<file path="src/hdl/srs_pkg.sv">
`timescale 1ns / 1ps
package srs_pkg;

    localparam int unsigned MAX_DEPTH       = 63;
    localparam int unsigned MAX_INDENT_COLS = 63;

    localparam int unsigned LEVEL_W  = 6;
    localparam int unsigned WIDTH_W  = 4;
    localparam int unsigned COUNT_W  = 6;
    localparam int unsigned PROD_W   = LEVEL_W + WIDTH_W;

    localparam int unsigned CMDQ_DEPTH = 4;
    localparam int unsigned CMDQ_AW    = $clog2(CMDQ_DEPTH);
    localparam int unsigned CMDQ_CW    = $clog2(CMDQ_DEPTH + 1);

    localparam logic [0:0] REG_INDENT_WIDTH = 1'b0;
    localparam logic [0:0] REG_TAB_MODE     = 1'b1;

    localparam logic [7:0] CH_LBRACE    = 8'h7B;
    localparam logic [7:0] CH_RBRACE    = 8'h7D;
    localparam logic [7:0] CH_BACKTICK  = 8'h60;
    localparam logic [7:0] CH_DQUOTE    = 8'h22;
    localparam logic [7:0] CH_SQUOTE    = 8'h27;
    localparam logic [7:0] CH_BACKSLASH = 8'h5C;
    localparam logic [7:0] CH_SLASH     = 8'h2F;
    localparam logic [7:0] CH_NEWLINE   = 8'h0A;
    localparam logic [7:0] CH_TAB       = 8'h09;
    localparam logic [7:0] CH_SPACE     = 8'h20;

    typedef enum logic [1:0] {
        LEX_NORMAL   = 2'd0,
        LEX_STRING   = 2'd1,
        LEX_TEMPLATE = 2'd2,
        LEX_COMMENT  = 2'd3
    } lex_mode_t;

    // One emission job: count fill bytes, then the source byte itself.
    typedef struct packed {
        logic [COUNT_W-1:0] count;
        logic               tab;
        logic [7:0]         data;
    } srs_cmd_t;

endpackage

</file>
<file path="src/hdl/srs_front.sv">
`timescale 1ns / 1ps
module srs_front (
    input  logic                  clk,
    input  logic                  rst_n,
    input  logic                  cfg_we,
    input  logic [0:0]            cfg_index,
    input  logic [3:0]            cfg_data,
    input  logic                  accept,
    input  logic [7:0]            in_byte,
    input  logic                  doc_end,
    output logic                  cmd_push,
    output srs_pkg::srs_cmd_t     cmd
);
    import srs_pkg::*;

    logic [WIDTH_W-1:0] indent_width_reg;
    logic               tab_mode_reg;

    lex_mode_t          lex_mode_reg, lex_mode_next;
    logic               quote_kind_reg, quote_kind_next;
    logic               escape_reg, escape_next;
    logic               slash_reg, slash_next;
    logic               line_start_reg, line_start_next;
    logic [LEVEL_W-1:0] level_reg, level_next;

    logic [LEVEL_W-1:0] level_adj;
    logic               do_indent;
    logic               drop;
    logic               done;
    logic [PROD_W-1:0]  space_cols;
    logic [COUNT_W-1:0] indent_count;
    logic [7:0]         close_quote;

    always_ff @(posedge clk or negedge rst_n)
    begin
        if (!rst_n)
        begin
            indent_width_reg <= WIDTH_W'(4);
            tab_mode_reg     <= 1'b0;
        end
        else if (cfg_we)
        begin
            case (cfg_index)
                REG_INDENT_WIDTH: indent_width_reg <= cfg_data[WIDTH_W-1:0];
                REG_TAB_MODE:     tab_mode_reg     <= cfg_data[0];
                default:          ;
            endcase
        end
    end

    always_ff @(posedge clk or negedge rst_n)
    begin
        if (!rst_n)
        begin
            lex_mode_reg   <= LEX_NORMAL;
            quote_kind_reg <= 1'b0;
            escape_reg     <= 1'b0;
            slash_reg      <= 1'b0;
            line_start_reg <= 1'b1;
            level_reg      <= '0;
        end
        else if (accept)
        begin
            lex_mode_reg   <= lex_mode_next;
            quote_kind_reg <= quote_kind_next;
            escape_reg     <= escape_next;
            slash_reg      <= slash_next;
            line_start_reg <= line_start_next;
            level_reg      <= level_next;
        end
    end

    assign close_quote = quote_kind_reg ? CH_SQUOTE : CH_DQUOTE;

    always_comb
    begin
        lex_mode_next   = lex_mode_reg;
        quote_kind_next = quote_kind_reg;
        escape_next     = escape_reg;
        slash_next      = slash_reg;
        line_start_next = line_start_reg;
        level_next      = level_reg;
        level_adj       = level_reg;
        do_indent       = 1'b0;
        drop            = 1'b0;
        done            = 1'b0;

        case (lex_mode_reg)
            LEX_STRING, LEX_TEMPLATE:
            begin
                line_start_next = 1'b0;
                if (escape_reg)
                begin
                    escape_next = 1'b0;
                end
                else if (in_byte == CH_BACKSLASH)
                begin
                    escape_next = 1'b1;
                end
                else if (lex_mode_reg == LEX_TEMPLATE)
                begin
                    if (in_byte == CH_BACKTICK)
                    begin
                        lex_mode_next = LEX_NORMAL;
                    end
                end
                else if (in_byte == close_quote)
                begin
                    lex_mode_next = LEX_NORMAL;
                end
            end
            LEX_COMMENT:
            begin
                if (in_byte == CH_NEWLINE)
                begin
                    lex_mode_next   = LEX_NORMAL;
                    line_start_next = 1'b1;
                end
            end
            default:
            begin
                // A slash after a slash opens a line comment and is passed as is.
                if (slash_reg)
                begin
                    slash_next = 1'b0;
                    if (in_byte == CH_SLASH)
                    begin
                        lex_mode_next = LEX_COMMENT;
                        done          = 1'b1;
                    end
                end
                if (!done && line_start_reg)
                begin
                    if (in_byte == CH_SPACE || in_byte == CH_TAB)
                    begin
                        drop = 1'b1;
                        done = 1'b1;
                    end
                    else if (in_byte == CH_NEWLINE)
                    begin
                        done = 1'b1;
                    end
                    else
                    begin
                        if (in_byte == CH_RBRACE && level_reg != '0)
                        begin
                            level_adj = level_reg - LEVEL_W'(1);
                        end
                        level_next      = level_adj;
                        do_indent       = 1'b1;
                        line_start_next = 1'b0;
                    end
                end
                if (!done)
                begin
                    if (in_byte == CH_DQUOTE || in_byte == CH_SQUOTE)
                    begin
                        lex_mode_next   = LEX_STRING;
                        quote_kind_next = (in_byte == CH_SQUOTE);
                        escape_next     = 1'b0;
                    end
                    else if (in_byte == CH_BACKTICK)
                    begin
                        lex_mode_next = LEX_TEMPLATE;
                        escape_next   = 1'b0;
                    end
                    else if (in_byte == CH_SLASH)
                    begin
                        slash_next = 1'b1;
                    end
                    else if (in_byte == CH_LBRACE)
                    begin
                        if (level_adj < LEVEL_W'(MAX_DEPTH))
                        begin
                            level_next = level_adj + LEVEL_W'(1);
                        end
                    end
                    else if (in_byte == CH_NEWLINE)
                    begin
                        line_start_next = 1'b1;
                    end
                end
            end
        endcase

        // The end of a document returns the scanner to its reset state.
        if (doc_end)
        begin
            lex_mode_next   = LEX_NORMAL;
            quote_kind_next = 1'b0;
            escape_next     = 1'b0;
            slash_next      = 1'b0;
            line_start_next = 1'b1;
            level_next      = '0;
        end
    end

    assign space_cols = PROD_W'(level_adj) * PROD_W'(indent_width_reg);

    always_comb
    begin
        if (!do_indent)
        begin
            indent_count = '0;
        end
        else if (tab_mode_reg)
        begin
            indent_count = (PROD_W'(level_adj) > PROD_W'(MAX_INDENT_COLS)) ?
                           COUNT_W'(MAX_INDENT_COLS) : COUNT_W'(level_adj);
        end
        else
        begin
            indent_count = (space_cols > PROD_W'(MAX_INDENT_COLS)) ?
                           COUNT_W'(MAX_INDENT_COLS) : space_cols[COUNT_W-1:0];
        end
    end

    assign cmd_push  = accept && !drop;
    assign cmd.count = indent_count;
    assign cmd.tab   = tab_mode_reg;
    assign cmd.data  = in_byte;

endmodule

</file>
<file path="src/hdl/srs_cmdq.sv">
`timescale 1ns / 1ps
module srs_cmdq (
    input  logic                  clk,
    input  logic                  rst_n,
    input  logic                  wr_en,
    input  srs_pkg::srs_cmd_t     wr_cmd,
    input  logic                  rd_en,
    output srs_pkg::srs_cmd_t     rd_cmd,
    output logic                  q_empty,
    output logic                  q_full
);
    import srs_pkg::*;

    srs_cmd_t             entry_reg [CMDQ_DEPTH];
    logic [CMDQ_AW-1:0]   wr_ptr_reg, wr_ptr_next;
    logic [CMDQ_AW-1:0]   rd_ptr_reg, rd_ptr_next;
    logic [CMDQ_CW-1:0]   count_reg, count_next;

    assign q_empty = (count_reg == '0);
    assign q_full  = (count_reg == CMDQ_CW'(CMDQ_DEPTH));
    assign rd_cmd  = entry_reg[rd_ptr_reg];

    always_comb
    begin
        wr_ptr_next = wr_en ? wr_ptr_reg + CMDQ_AW'(1) : wr_ptr_reg;
        rd_ptr_next = rd_en ? rd_ptr_reg + CMDQ_AW'(1) : rd_ptr_reg;
        count_next  = count_reg + CMDQ_CW'(wr_en) - CMDQ_CW'(rd_en);
    end

    always_ff @(posedge clk or negedge rst_n)
    begin
        if (!rst_n)
        begin
            wr_ptr_reg <= '0;
            rd_ptr_reg <= '0;
            count_reg  <= '0;
        end
        else
        begin
            wr_ptr_reg <= wr_ptr_next;
            rd_ptr_reg <= rd_ptr_next;
            count_reg  <= count_next;
        end
    end

    always_ff @(posedge clk)
    begin
        if (wr_en)
        begin
            entry_reg[wr_ptr_reg] <= wr_cmd;
        end
    end

endmodule

</file>
<file path="src/hdl/srs_back.sv">
`timescale 1ns / 1ps
module srs_back (
    input  logic                  clk,
    input  logic                  rst_n,
    input  srs_pkg::srs_cmd_t     head,
    input  logic                  head_empty,
    output logic                  head_take,
    input  logic                  pop,
    output logic                  empty,
    output logic [7:0]            out_byte,
    output logic                  run_last
);
    import srs_pkg::*;

    logic               cur_valid_reg, cur_valid_next;
    logic [COUNT_W-1:0] cur_count_reg, cur_count_next;
    logic               cur_tab_reg, cur_tab_next;
    logic [7:0]         cur_data_reg, cur_data_next;

    logic               out_valid_reg, out_valid_next;
    logic [7:0]         out_byte_reg, out_byte_next;
    logic               run_last_reg, run_last_next;

    logic               advance;

    // The output register is refilled whenever it is free or being taken.
    assign advance   = !out_valid_reg || pop;
    assign head_take = advance && !cur_valid_reg && !head_empty;

    always_comb
    begin
        cur_valid_next = cur_valid_reg;
        cur_count_next = cur_count_reg;
        cur_tab_next   = cur_tab_reg;
        cur_data_next  = cur_data_reg;
        out_valid_next = out_valid_reg;
        out_byte_next  = out_byte_reg;
        run_last_next  = run_last_reg;

        if (advance)
        begin
            if (cur_valid_reg)
            begin
                out_valid_next = 1'b1;
                if (cur_count_reg != '0)
                begin
                    out_byte_next  = cur_tab_reg ? CH_TAB : CH_SPACE;
                    run_last_next  = 1'b0;
                    cur_count_next = cur_count_reg - COUNT_W'(1);
                end
                else
                begin
                    out_byte_next  = cur_data_reg;
                    run_last_next  = 1'b1;
                    cur_valid_next = 1'b0;
                end
            end
            else if (!head_empty)
            begin
                out_valid_next = 1'b1;
                if (head.count != '0)
                begin
                    out_byte_next  = head.tab ? CH_TAB : CH_SPACE;
                    run_last_next  = 1'b0;
                    cur_valid_next = 1'b1;
                    cur_count_next = head.count - COUNT_W'(1);
                    cur_tab_next   = head.tab;
                    cur_data_next  = head.data;
                end
                else
                begin
                    out_byte_next = head.data;
                    run_last_next = 1'b1;
                end
            end
            else
            begin
                out_valid_next = 1'b0;
            end
        end
    end

    always_ff @(posedge clk or negedge rst_n)
    begin
        if (!rst_n)
        begin
            cur_valid_reg <= 1'b0;
            out_valid_reg <= 1'b0;
        end
        else
        begin
            cur_valid_reg <= cur_valid_next;
            out_valid_reg <= out_valid_next;
        end
    end

    always_ff @(posedge clk)
    begin
        cur_count_reg <= cur_count_next;
        cur_tab_reg   <= cur_tab_next;
        cur_data_reg  <= cur_data_next;
        out_byte_reg  <= out_byte_next;
        run_last_reg  <= run_last_next;
    end

    assign empty    = !out_valid_reg;
    assign out_byte = out_byte_reg;
    assign run_last = run_last_reg;

endmodule

</file>
<file path="src/hdl/source_reindent_stream.sv">
`timescale 1ns / 1ps
// Source re-indenter: takes text one byte per item and emits it re-indented.
// Input side is a queue write port: an item (in_byte, doc_end) is taken at a
// clock edge with push high and full low. Result side is a queue read port:
// while empty is low, out_byte/run_last show the oldest result, taken at an
// edge with pop high. run_last marks the last result of one input byte.
// Leading blanks of a line produce no result at all.
// Configuration: cfg_we with cfg_index 0 (indent_width) or 1 (tab_mode);
// the user writes it only while the block is idle; the block does not enforce this.
// The first result of an item passes the job queue and then the output
// register before it is on the ports. The front scanner takes one item per
// cycle while its four-entry job queue has room; the back end emits one byte
// per cycle while results are popped, so an item yields its indentation
// bytes (0..63) and then its own byte.
// When pop is held low the output register holds, the job queue fills and
// full rises; nothing is lost. Reset clears all queues, returns the
// scanner to normal code at line start with level zero, and sets
// indent_width to 4 and tab_mode to 0.
module source_reindent_stream (
    input  logic        clk,
    input  logic        rst_n,
    input  logic        cfg_we,
    input  logic [0:0]  cfg_index,
    input  logic [3:0]  cfg_data,
    input  logic        push,
    output logic        full,
    input  logic [7:0]  in_byte,
    input  logic        doc_end,
    output logic        empty,
    input  logic        pop,
    output logic [7:0]  out_byte,
    output logic        run_last
);
    import srs_pkg::*;

    logic     accept;
    logic     cmd_push;
    srs_cmd_t cmd;
    srs_cmd_t head;
    logic     head_empty;
    logic     head_take;

    assign accept = push && !full;

    srs_front u_front (
        .clk       (clk),
        .rst_n     (rst_n),
        .cfg_we    (cfg_we),
        .cfg_index (cfg_index),
        .cfg_data  (cfg_data),
        .accept    (accept),
        .in_byte   (in_byte),
        .doc_end   (doc_end),
        .cmd_push  (cmd_push),
        .cmd       (cmd)
    );

    srs_cmdq u_cmdq (
        .clk     (clk),
        .rst_n   (rst_n),
        .wr_en   (cmd_push),
        .wr_cmd  (cmd),
        .rd_en   (head_take),
        .rd_cmd  (head),
        .q_empty (head_empty),
        .q_full  (full)
    );

    srs_back u_back (
        .clk        (clk),
        .rst_n      (rst_n),
        .head       (head),
        .head_empty (head_empty),
        .head_take  (head_take),
        .pop        (pop),
        .empty      (empty),
        .out_byte   (out_byte),
        .run_last   (run_last)
    );

endmodule
</file>
<file path="config.mk">
export PLATFORM = sky130hd
export DESIGN_NAME = source_reindent_stream
export DESIGN_NICKNAME = d
export VERILOG_FILES = /design/src/hdl/srs_pkg.sv /design/src/hdl/srs_front.sv /design/src/hdl/srs_cmdq.sv /design/src/hdl/srs_back.sv /design/src/hdl/source_reindent_stream.sv
export SDC_FILE = /design/constraint.sdc
export NUM_CORES = 1
export LEC_CHECK = 0
export ABC_AREA = 1
export ABC_CLOCK_PERIOD_IN_PS = 11890
export BUFFER_PORTS_ARGS = -buffer_cell sky130_fd_sc_hd__buf_2
export CAP_MARGIN = 5
export CORE_ASPECT_RATIO = 0.9
export CORE_MARGIN = 2
export CORE_UTILIZATION = 60
export DETAILED_ROUTE_END_ITERATION = 6
export PLACE_DENSITY = 0.78
export SYNTH_ARGS = -nofsm -noshare
export SYNTH_HDL_FRONTEND = slang
export SYNTH_HIERARCHICAL = 1
export SYNTH_SLANG_ARGS = --single-unit
</file>
<file path="constraint.sdc">
create_clock -name clk -period 11.89 [get_ports clk]
set_clock_uncertainty 0.15 [all_clocks]
set_input_delay 2.378 -clock clk [delete_from_list [all_inputs] [get_ports clk]]
set_output_delay 2.378 -clock clk [all_outputs]
set_load 0.03 [all_outputs]
</file>
==> impl_metrics.ini, run 1 <==
[synthesis]
synth_edf_count = 84
synthTopCellsByCount = 224 x nand2_1, 139 x inv_1, 84 x edfxtp_1
syn_area_per_cell_um2 = 8.46
ys_top_cells_by_area = edfxtp_1 37%, nand2_1 12%, dfrtp_1 8.9%
synth_top_area_share_pct = 37.5
ys_ff_latch = 110
yosysWarningCount = 6
synth_area_mm2 = 0.00673
synthFlopType = edfxtp_1
yosysUniqueCellTypes = 40
syn-num-nets = 851
synth_top_area_cell = edfxtp_1
ys_seq_area_share_pct = 47.2
synth_cells = 795
yosysMostFrequentCell = nand2_1
synth-async-reset-ratio_pct = 23.6

[placement]
portBuffers = 29
pre_cts_slack_ns = 4.99
dpl_cell_area_mm2 = 0.00689
hpwl_mm = 10.0
place_inst = 955
gp_congestion = 0.966

[detailed_routing]
drtPass1Iterations = 5
wirelength_mm = 13.7
avgRoutedWirePerCell_um = 14.1
ant_nets = 0
vias = 5128
first_iter_violations = 482
drcViolationCount = 0
viasPerCell = 5.28

[clock_tree]
cts_buffers = 9
post-cts-setup-buffers = 0
hold_buffers = 0
cts_root_buf = clkbuf_16
insertion_delay_ns = 0.35
clk_path_buf_depth = 2
cts_tree = yes
clock_sinks = 110
path_clk_slew_ns = 0.08
cts_max_level = 3
cts_repair_resize_count = 0

[critical_path]
ff2ff_path_depth = 20
critical_path_arrival_ns = 6.54
cp_max_fo = 5
path_class = primary input to register
cp-end-kind = register
cp.required_ns = 11.88
reg2reg_to = u_cmdq/entry_reg[2][13]$_DFFE_PP_
reg2reg_from = u_front/lex_mode_reg[0]$_DFFE_PN0P_
r2r_slack_ns = 6.95
startpoint_type = primary input

[cells_and_area]
layout.nets = 870
antennaDiodeCount = 0
area_growth_pct = 6.90
layout-drive-gt1-share_pct = 12.8
final_cells = 971
design_area_mm2 = 0.00719
largest_reg_flops = 60

[timing]
slew_headroom_pct = 52.0
slew_viol_final = 0
hold_viol_final = 0
layout_setup_ws_ns = 5.34
min_period_ns = 6.55
setup_viol = 0
max_freq_ghz = 0.153
holdWs_ns = 0.373
final.setup.tns_ns = 0
rsz0062_at_grt = false
tightest_slew_ns = 0.720
timing.final.crit_share_pct = 55.1

[floorplanning]
io-pin-count = 30
die_y_um = 104
core_mm2 = 0.0109
die_w_um = 116
die_area_mm2 = 0.0121
rows = 36
start_util_pct = 61.7

[pwr]
power.leakage_nw = 3.54
ir_worst_vdd_v = 0.0000779
power-per-cell-area_mw_per_mm2 = 204

[min_path]
hold_depth = 2
holdCritStartpoint = u_cmdq/count_reg[2]$_DFF_PN0_
hp-class = register to register
holdPathEnd = u_cmdq/count_reg[2]$_DFF_PN0_

[grt]
grt-ovfl-total = 0
grt_pass1_vias = 4987
grt_max_degree = 34
grt_usage_pct = 24.2
antenna_found_initial = 0
grt_pass1_wl_mm = 23.0

[outcome]
status = finished clean

[job]
maxCapViolations = 0
power by group:
part | switching (W) | internal (W)
clock network | 0.000140 | 0.000166
logic | 0.000401 | 0.000168
registers | 0.0000544 | 0.000537
per-stage QoR:
step	power (W)	utilization, %
global placement	0.00113	63.2
global route	0.00157	66.0
finish	0.00147	66.0
detailed placement	0.00116	63.2
CTS	0.00147	66.0
floorplan	0.00104	-
cell type report:
class                      instances  area [µm²]
clock buffer                       9         225
clock inverter                     7        80.1
fill                             885        3710
inverter                         152         578
multi-input combinational        511        2790
sequential                       110        3180
tap                              152         190
timing repair buffer              30         153
worst max-delay path, stage by stage:
cell     delay, ns
buf_2         0.13
inv_1         0.13
nand2_1       0.12
nor2_2        0.17
nand3_1       0.16
o21ai_2       0.23
o21ai_1       0.16
or2_2         0.33
fa_1          0.48
fa_1          0.54
inv_1         0.06
fa_1          0.47
nand3_1       0.11
nand2_1       0.08
nand2_1       0.06
nand2_1       0.04
a21oi_1       0.19
xor2_1        0.17
inv_1         0.07
nand3_1       0.09
nor2_1        0.06
a21oi_1       0.30
worst max path at each step:
stage / cells after the start / slack (ns) / endpoint / from
6_report: 22 / 5.34 / u_cmdq/entry_reg[2][13]$_DFFE_PP_ / in_byte[7]
3_5_place_dp: 22 / 4.99 / u_cmdq/entry_reg[1][13]$_DFFE_PP_ / in_byte[7]
4_1_cts: 22 / 5.35 / u_cmdq/entry_reg[2][13]$_DFFE_PP_ / in_byte[7]
5_1_grt: 22 / 4.97 / u_cmdq/entry_reg[0][13]$_DFFE_PP_ / in_byte[7]
3_3_place_gp: 22 / 5.24 / u_cmdq/entry_reg[0][13]$_DFFE_PP_ / in_byte[7]
2_1_floorplan: 20 / 5.67 / u_cmdq/entry_reg[0][10]$_DFFE_PP_ / in_byte[7]
cell usage in the layout, fill, tap and decap left out, drive strengths merged, types with 2 or more instances in the layout:
| cell type | count |
|---|---|
| ha | 28 |
| buf | 30 |
| nand4 | 16 |
| nor2 | 66 |
| edfxtp | 84 |
| xnor2 | 4 |
| a21oi | 21 |
| clkbuf | 9 |
| clkinv | 4 |
| or2 | 4 |
| xor2 | 7 |
| dfrtp | 24 |
| nand2 | 239 |
| o21ai | 26 |
| o22ai | 2 |
| inv | 153 |
| fa | 9 |
| nand3 | 74 |
| o21a | 3 |
| nor3 | 7 |
| dfstp | 2 |
kinds of logic after synthesis:
logic type | after synthesis | synth area share, %
simple gates | 409 | 27.5
buf+inv | 174 | 11.3
flops | 110 | 47.2
compound gates | 53 | 4.33
fa+ha+maj | 37 | 7.88
xor+xnor | 11 | 1.43
mux | 1 | 0.335
metal layers:
layer  vias up  GRT usage, %  wire, µm
met5         -             0         0
met4         0          8.33       218
met3        17          3.67       837
met2       198          40.8      6720
met1      2361          31.9      5880
li1       2552             -         -
Note: power is estimated with default switching activity, not from simulation.
==> run 2: changes to the inputs <==
--- a/config.mk
+++ b/config.mk
@@ -6,7 +6,7 @@
 export NUM_CORES = 1
 export LEC_CHECK = 0
 export ABC_AREA = 1
-export ABC_CLOCK_PERIOD_IN_PS = 11890
+export ABC_CLOCK_PERIOD_IN_PS = 6300
 export BUFFER_PORTS_ARGS = -buffer_cell sky130_fd_sc_hd__buf_2
 export CAP_MARGIN = 5
 export CORE_ASPECT_RATIO = 0.9
==> constraint.sdc (replaced) <==
create_clock -name clk -period 6.3 [get_ports clk]
set_clock_uncertainty 0.15 [all_clocks]
set_input_delay 1.26 -clock clk [delete_from_list [all_inputs] [get_ports clk]]
set_output_delay 1.26 -clock clk [all_outputs]
set_load 0.03 [all_outputs]
==> run 2 against run 1 <==
Cell count stayed put. Critical path type unchanged. Register-to-register slack worse by 5.6 ns. Global-route usage is 0.25 points lower. Core utilization is 0.057 points lower. Die area stayed put. Setup slack worse by 4.4 ns. Non-clock buffer count stayed put. Critical path depth stayed put. Largest cell class unchanged. Largest power group unchanged. Routed wire length is 0.96% lower. Clock power is 84% higher. Worst hold slack worse by 0.0016 ns. Critical endpoint unchanged.
==> impl_metrics.ini, run 2 (synthesis results as in run 1) <==
[critical_path]
cp_max_fo = 5
critical_path_arrival_ns = 5.38
critical-path-slowest-cell = fa_1
cp-end-kind = register
cp.required_ns = 6.28
cp-endpoint = u_cmdq/entry_reg[2][13]$_DFFE_PP_
reg2reg_to = u_cmdq/entry_reg[2][13]$_DFFE_PP_
critPathMaxStageDelay_ns = 0.54
cp-startpoint = in_byte[7]
crit_family = adder cells
cp_common_cell = nand2_1
cp.depth = 22
reg2reg_from = u_front/lex_mode_reg[0]$_DFFE_PN0P_
ff2ff_path_depth = 20
path_class = primary input to register
startpoint_type = primary input
r2r_slack_ns = 1.39
worstPathCellList = buf_2, inv_1, nand2_1, nor2_2, nand3_1, o21ai_2, o21ai_1, or2_2, fa_1, fa_1, inv_1, fa_1, nand3_1, nand2_1, nand2_1, nand2_1, a21oi_1, xor2_1, inv_1, nand3_1, nor2_1, a21oi_1
critPathBufInv = 4

[cells_and_area]
layout_commonest_cell = nand2_1
final_util_pct = 65.9
layout.nets = 870
antennaDiodeCount = 0
layout_common_cells = 224 x nand2_1, 139 x inv_1, 84 x edfxtp_1, 70 x nand3_1, 50 x nor2_1
layout-drive-gt1-share_pct = 12.7
largest_reg_flops = 60
fill_cells = 890
area_growth_pct = 6.81

[grt]
met2_usage_pct = 39.9
grt_pass1_wl_mm = 22.9
grtUsageMet3_pct = 4.02
use_met1_pct = 32.4
grt_most_used_layer = met2
grt-ovfl-total = 0
grt_usage_pct = 24.0
antenna_found_initial = 0
grt_max_degree = 34
grt_pass1_vias = 4875

[timing]
final.setup.tns_ns = 0
timing.final.crit_share_pct = 85.6
setup_viol = 0
hold_viol_final = 0
min_period_ns = 5.39
tightest_slew_ns = 0.735
rsz0062_at_grt = false
slew_viol_final = 0
holdWs_ns = 0.371
slew_headroom_pct = 50.9
max_freq_ghz = 0.185

[placement]
gp_congestion = 0.966
portBuffers = 29
hpwl_mm = 10.0

[floorplanning]
core_mm2 = 0.0109
die_y_um = 104
io-pin-count = 30
rows = 36
die_area_mm2 = 0.0121
start_util_pct = 61.7
die_w_um = 116

[min_path]
hold_depth = 2
hp-class = register to register

[clock_tree]
cts_max_level = 3
cts_tree = yes
clock_sinks = 110
cts_root_buf = clkbuf_16
insertion_delay_ns = 0.34
clk_path_buf_depth = 2
cts_buffers = 9
post-cts-setup-buffers = 0
hold_buffers = 0
cts_repair_resize_count = 0
path_clk_slew_ns = 0.07

[pwr]
finalPower_w = 0.00275
ir_worst_vdd_v = 0.000185
power.leakage_nw = 3.54
power-per-cell-area_mw_per_mm2 = 383

[detailed_routing]
viasPerCell = 5.31
drcViolationCount = 0
wirelength_mm = 13.5
vias = 5155
first_iter_violations = 368
avgRoutedWirePerCell_um = 13.9
ant_nets = 0
drtPass1Iterations = 5

[job]
maxCapViolations = 0

[outcome]
status = finished clean
[run 2: worst reg2reg max path, stage by stage, from the launching register on]
cell     delay [ns]
dfrtp_1        0.40
inv_1          0.13
ha_1           0.48
inv_1          0.30
nand2_1        0.11
o21ai_1        0.13
or2_2          0.33
fa_1           0.48
fa_1           0.54
inv_1          0.06
fa_1           0.47
nand3_1        0.11
nand2_1        0.08
nand2_1        0.06
nand2_1        0.05
a21oi_1        0.16
xor2_1         0.15
inv_1          0.06
nand3_1        0.09
nor2_1         0.06
a21oi_1        0.30
[run 2: metal layers]
| metal | up-vias | share of wire, % |
|---|---|---|
| met5 | - | 0 |
| met4 | 0 | 1.7 |
| li1 | 2554 | - |
| met3 | 20 | 6.0 |
| met1 | 2399 | 43 |
| met2 | 182 | 49 |
[run 2: through the flow]
stage / std cells / worst slack (ns) / cell area, µm²
floorplan: 795 / 1.20 / 6730
global placement: 955 / 0.764 / 6890
detailed placement: 955 / 0.585 / 6890
CTS: 971 / 0.932 / 7190
global route: 971 / 0.515 / 7190
finish: 971 / 0.908 / 7190
[run 2: report_power, final]
group / switching (W) / leakage (nW) / internal [W]
Clock: 0.000251 / 0.141 / 0.000309
Sequential: 0.000103 / 1.11 / 0.00101
Combinational: 0.000760 / 2.28 / 0.000317
Total: 0.00111 / 3.54 / 0.00164
[run 2: final cells by class]
cell class	instances	area (µm²)	area share (%)
clock inverter	7	73.8	1.03
inverter	152	578	8.04
timing repair buffer	30	153	2.12
tap	152	190	2.65
sequential	110	3180	44.2
multi-input combinational	511	2790	38.8
clock buffer	9	225	3.13
[run 2: worst min path at each step]
stage          slack, ns                            end                              from
6_report            0.37   u_back/out_byte[1]$_DFFE_PP_  u_back/cur_data_reg[1]$_DFFE_PP_
5_1_grt             0.41   u_back/out_byte[6]$_DFFE_PP_  u_back/cur_data_reg[6]$_DFFE_PP_
4_1_cts             0.38   u_back/out_byte[2]$_DFFE_PP_  u_back/cur_data_reg[2]$_DFFE_PP_
3_5_place_dp        0.34  u_cmdq/count_reg[2]$_DFF_PN0_     u_cmdq/count_reg[2]$_DFF_PN0_
3_3_place_gp        0.33  u_cmdq/count_reg[2]$_DFF_PN0_     u_cmdq/count_reg[2]$_DFF_PN0_
2_1_floorplan       0.31  u_cmdq/count_reg[2]$_DFF_PN0_     u_cmdq/count_reg[2]$_DFF_PN0_
==> run 3: changes to the inputs <==
--- a/config.mk
+++ b/config.mk
@@ -14,6 +14,7 @@
 export CORE_UTILIZATION = 60
 export DETAILED_ROUTE_END_ITERATION = 6
 export PLACE_DENSITY = 0.78
+export RECOVER_POWER = 100
 export SYNTH_ARGS = -nofsm -noshare
 export SYNTH_HDL_FRONTEND = slang
 export SYNTH_HIERARCHICAL = 1
==> constraint.sdc (replaced) <==
create_clock -name clk -period 6.3 [get_ports clk]
set_clock_uncertainty 0.15 [all_clocks]
set_input_delay 0 -clock clk [delete_from_list [all_inputs] [get_ports clk]]
set_output_delay 0 -clock clk [all_outputs]
set_load 0.03 [all_outputs]
==> run 3 against run 2 <==
The flow now finishes with violations (capacitance limit, slew limit). Maximum frequency grew 5.8%. Combinational power is essentially flat. Setup slack gained 0.29 ns. Register-to-register slack lost 0.11 ns. Global-route usage grew 1.1 points. Critical endpoint is now u_cmdq/entry_reg[0][9]$_DFFE_PP_. Largest cell class unchanged. Largest power group unchanged. Highest routed layer unchanged.
==> impl_metrics.ini, run 3 (synthesis results as in run 1) <==
[outcome]
status = complete, but fails checks
violations = capacitance limit, slew limit

[pwr]
switching_share_pct = 40.2
ir_worst_vdd_v = 0.000184
power.share.combinational_pct = 39.2
power.internal_w = 0.00164
finalPower_w = 0.00274
p_sw_w = 0.00110
power.leakage_nw = 3.57
p_clk_share_pct = 20.1
power-per-cell-area_mw_per_mm2 = 373
p_seq_share_pct = 40.7

[timing]
slew_viol_final = 26
setup_viol = 0
max_freq_ghz = 0.196
min_period_ns = 5.10
tightest_slew_ns = 1.50
rsz0062_at_grt = false
slew_headroom_pct = -0.141
timing.final.crit_share_pct = 80.9
final.setup.tns_ns = 0
holdWs_ns = 0.252
hold_viol_final = 0

[critical_path]
cp_max_fo = 10
reg2reg_from = u_front/level_reg[0]$_DFFE_PN0P_
r2r_slack_ns = 1.28
cp.required_ns = 6.29
path_class = primary input to register
cp-end-kind = register
startpoint_type = primary input
reg2reg_to = u_cmdq/entry_reg[0][9]$_DFFE_PP_
ff2ff_path_depth = 21
critical_path_arrival_ns = 5.09

[min_path]
holdCritStartpoint = cfg_index
holdPathEnd = u_front/tab_mode_reg$_DFFE_PN0P_
hold_depth = 3
hp-class = primary input to register

[clock_tree]
cts_tree = yes
cts_max_level = 3
clk_path_buf_depth = 2
path_clk_slew_ns = 0.07
cts_repair_resize_count = 0
insertion_delay_ns = 0.35
clock_sinks = 110
cts_root_buf = clkbuf_16
cts_buffers = 9

[job]
maxCapViolations = 1

[grt]
grt_usage_pct = 25.1
grt-ovfl-total = 0
grt_max_degree = 34
antenna_found_initial = 0
grt_pass1_wl_mm = 23.7
grt_pass1_vias = 5129

[floorplanning]
rows = 36
die_area_mm2 = 0.0121
core_mm2 = 0.0109
io-pin-count = 30
die_y_um = 104
die_w_um = 116
start_util_pct = 61.7

[cells_and_area]
layout_commonest_cell = nand2_1
antennaDiodeCount = 0
multi_input_area_mm2 = 0.00273
layout-drive-gt1-share_pct = 7.95
fill_cells = 884
layout_common_cells = 226 x nand2_1, 140 x inv_1, 84 x edfxtp_1, 72 x nand3_1, 55 x nor2_1
seqCellArea_mm2 = 0.00318
area_growth_pct = 9.15
largest_reg_flops = 60
layout.nets = 896

[detailed_routing]
avgRoutedWirePerCell_um = 14.2
viasPerCell = 5.29
drcViolationCount = 0
first_iter_violations = 449
drtPass1Iterations = 4
vias = 5267
ant_nets = 0
wirelength_mm = 14.2

[placement]
hpwl_mm = 10.2
portBuffers = 29
gp_congestion = 0.959
[run 3: how the worst max path moves through the flow]
stage | startpoint | end | slack, ns | depth (start not counted)
3_5_place_dp | u_front/lex_mode_reg[0]$_DFFE_PN0P_ | u_cmdq/entry_reg[2][14]$_DFFE_PP_ | 1.60 | 20
3_3_place_gp | u_front/level_reg[0]$_DFFE_PN0P_ | u_cmdq/entry_reg[0][14]$_DFFE_PP_ | 1.74 | 22
5_1_grt | in_byte[0] | u_cmdq/entry_reg[2][14]$_DFFE_PP_ | 0.67 | 22
2_1_floorplan | u_front/level_reg[0]$_DFFE_PN0P_ | u_cmdq/entry_reg[0][10]$_DFFE_PP_ | 1.99 | 21
4_1_cts | u_front/lex_mode_reg[0]$_DFFE_PN0P_ | u_cmdq/entry_reg[0][14]$_DFFE_PP_ | 1.58 | 20
6_report | in_byte[0] | u_cmdq/entry_reg[0][9]$_DFFE_PP_ | 1.20 | 22
[run 3: timing repair]
action	4_1_cts	5_1_grt
hold buffers	26	0
buffers inserted	0	0
hold endpoints to repair	70	0
[run 3: metrics by stage]
| step | setup slack [ns] | instance area (µm²) | util [%] | std cells |
|---|---|---|---|---|
| 2_1_floorplan | 1.99 | 6730 | - | 795 |
| 3_3_place_gp | 1.74 | 6890 | 63.2 | 955 |
| 3_5_place_dp | 1.60 | 6890 | 63.2 | 955 |
| 4_1_cts | 1.58 | 7430 | 68.2 | 995 |
| 5_1_grt | 0.673 | 7340 | 67.4 | 995 |
| 6_report | 1.20 | 7340 | 67.4 | 995 |
[run 3: area by class of cell]
| type | instances | area share (%) |
|---|---|---|
| Clock inverter | 5 | 0.801 |
| Inverter | 152 | 7.85 |
| Sequential cell | 110 | 43.2 |
| Timing Repair Buffer | 56 | 5.26 |
| Clock buffer | 9 | 3.07 |
| Multi-Input combinational cell | 511 | 37.2 |
| Tap cell | 152 | 2.59 |
[run 3: critical path, cell delays in order]
cell,delay [ns]
dlygate4sd3_1,0.52
clkbuf_1,0.39
nand2_1,0.16
nor2_1,0.21
nand3_1,0.15
o21ai_0,0.36
o21ai_0,0.28
or2_2,0.35
fa_1,0.48
fa_1,0.55
inv_1,0.07
fa_1,0.46
nand3_1,0.10
nand2_1,0.08
nand2_1,0.07
nand2_1,0.06
a21oi_1,0.15
xor2_1,0.16
inv_1,0.06
nand3_1,0.08
nand2_1,0.06
a21oi_1,0.27
[run 3: power groups by stage]
stage	sequential, W	clock, W	combinational (W)
after CTS	0.00112	0.000563	0.00109
after floorplan	0.00112	0	0.000844
after global routing	0.00114	0.000587	0.00121
after global placement	0.00113	0	0.00102
after detailed placement	0.00113	0	0.00107
final	0.00112	0.000551	0.00107
[run 3: layer usage]
layer | vias to the layer above | wire length (µm) | GRT usage, %
met5 | - | 0 | 0
met4 | 0 | 469 | 10.6
met3 | 29 | 833 | 5.77
met2 | 184 | 6870 | 41.1
met1 | 2448 | 6000 | 31.7
li1 | 2606 | - | -
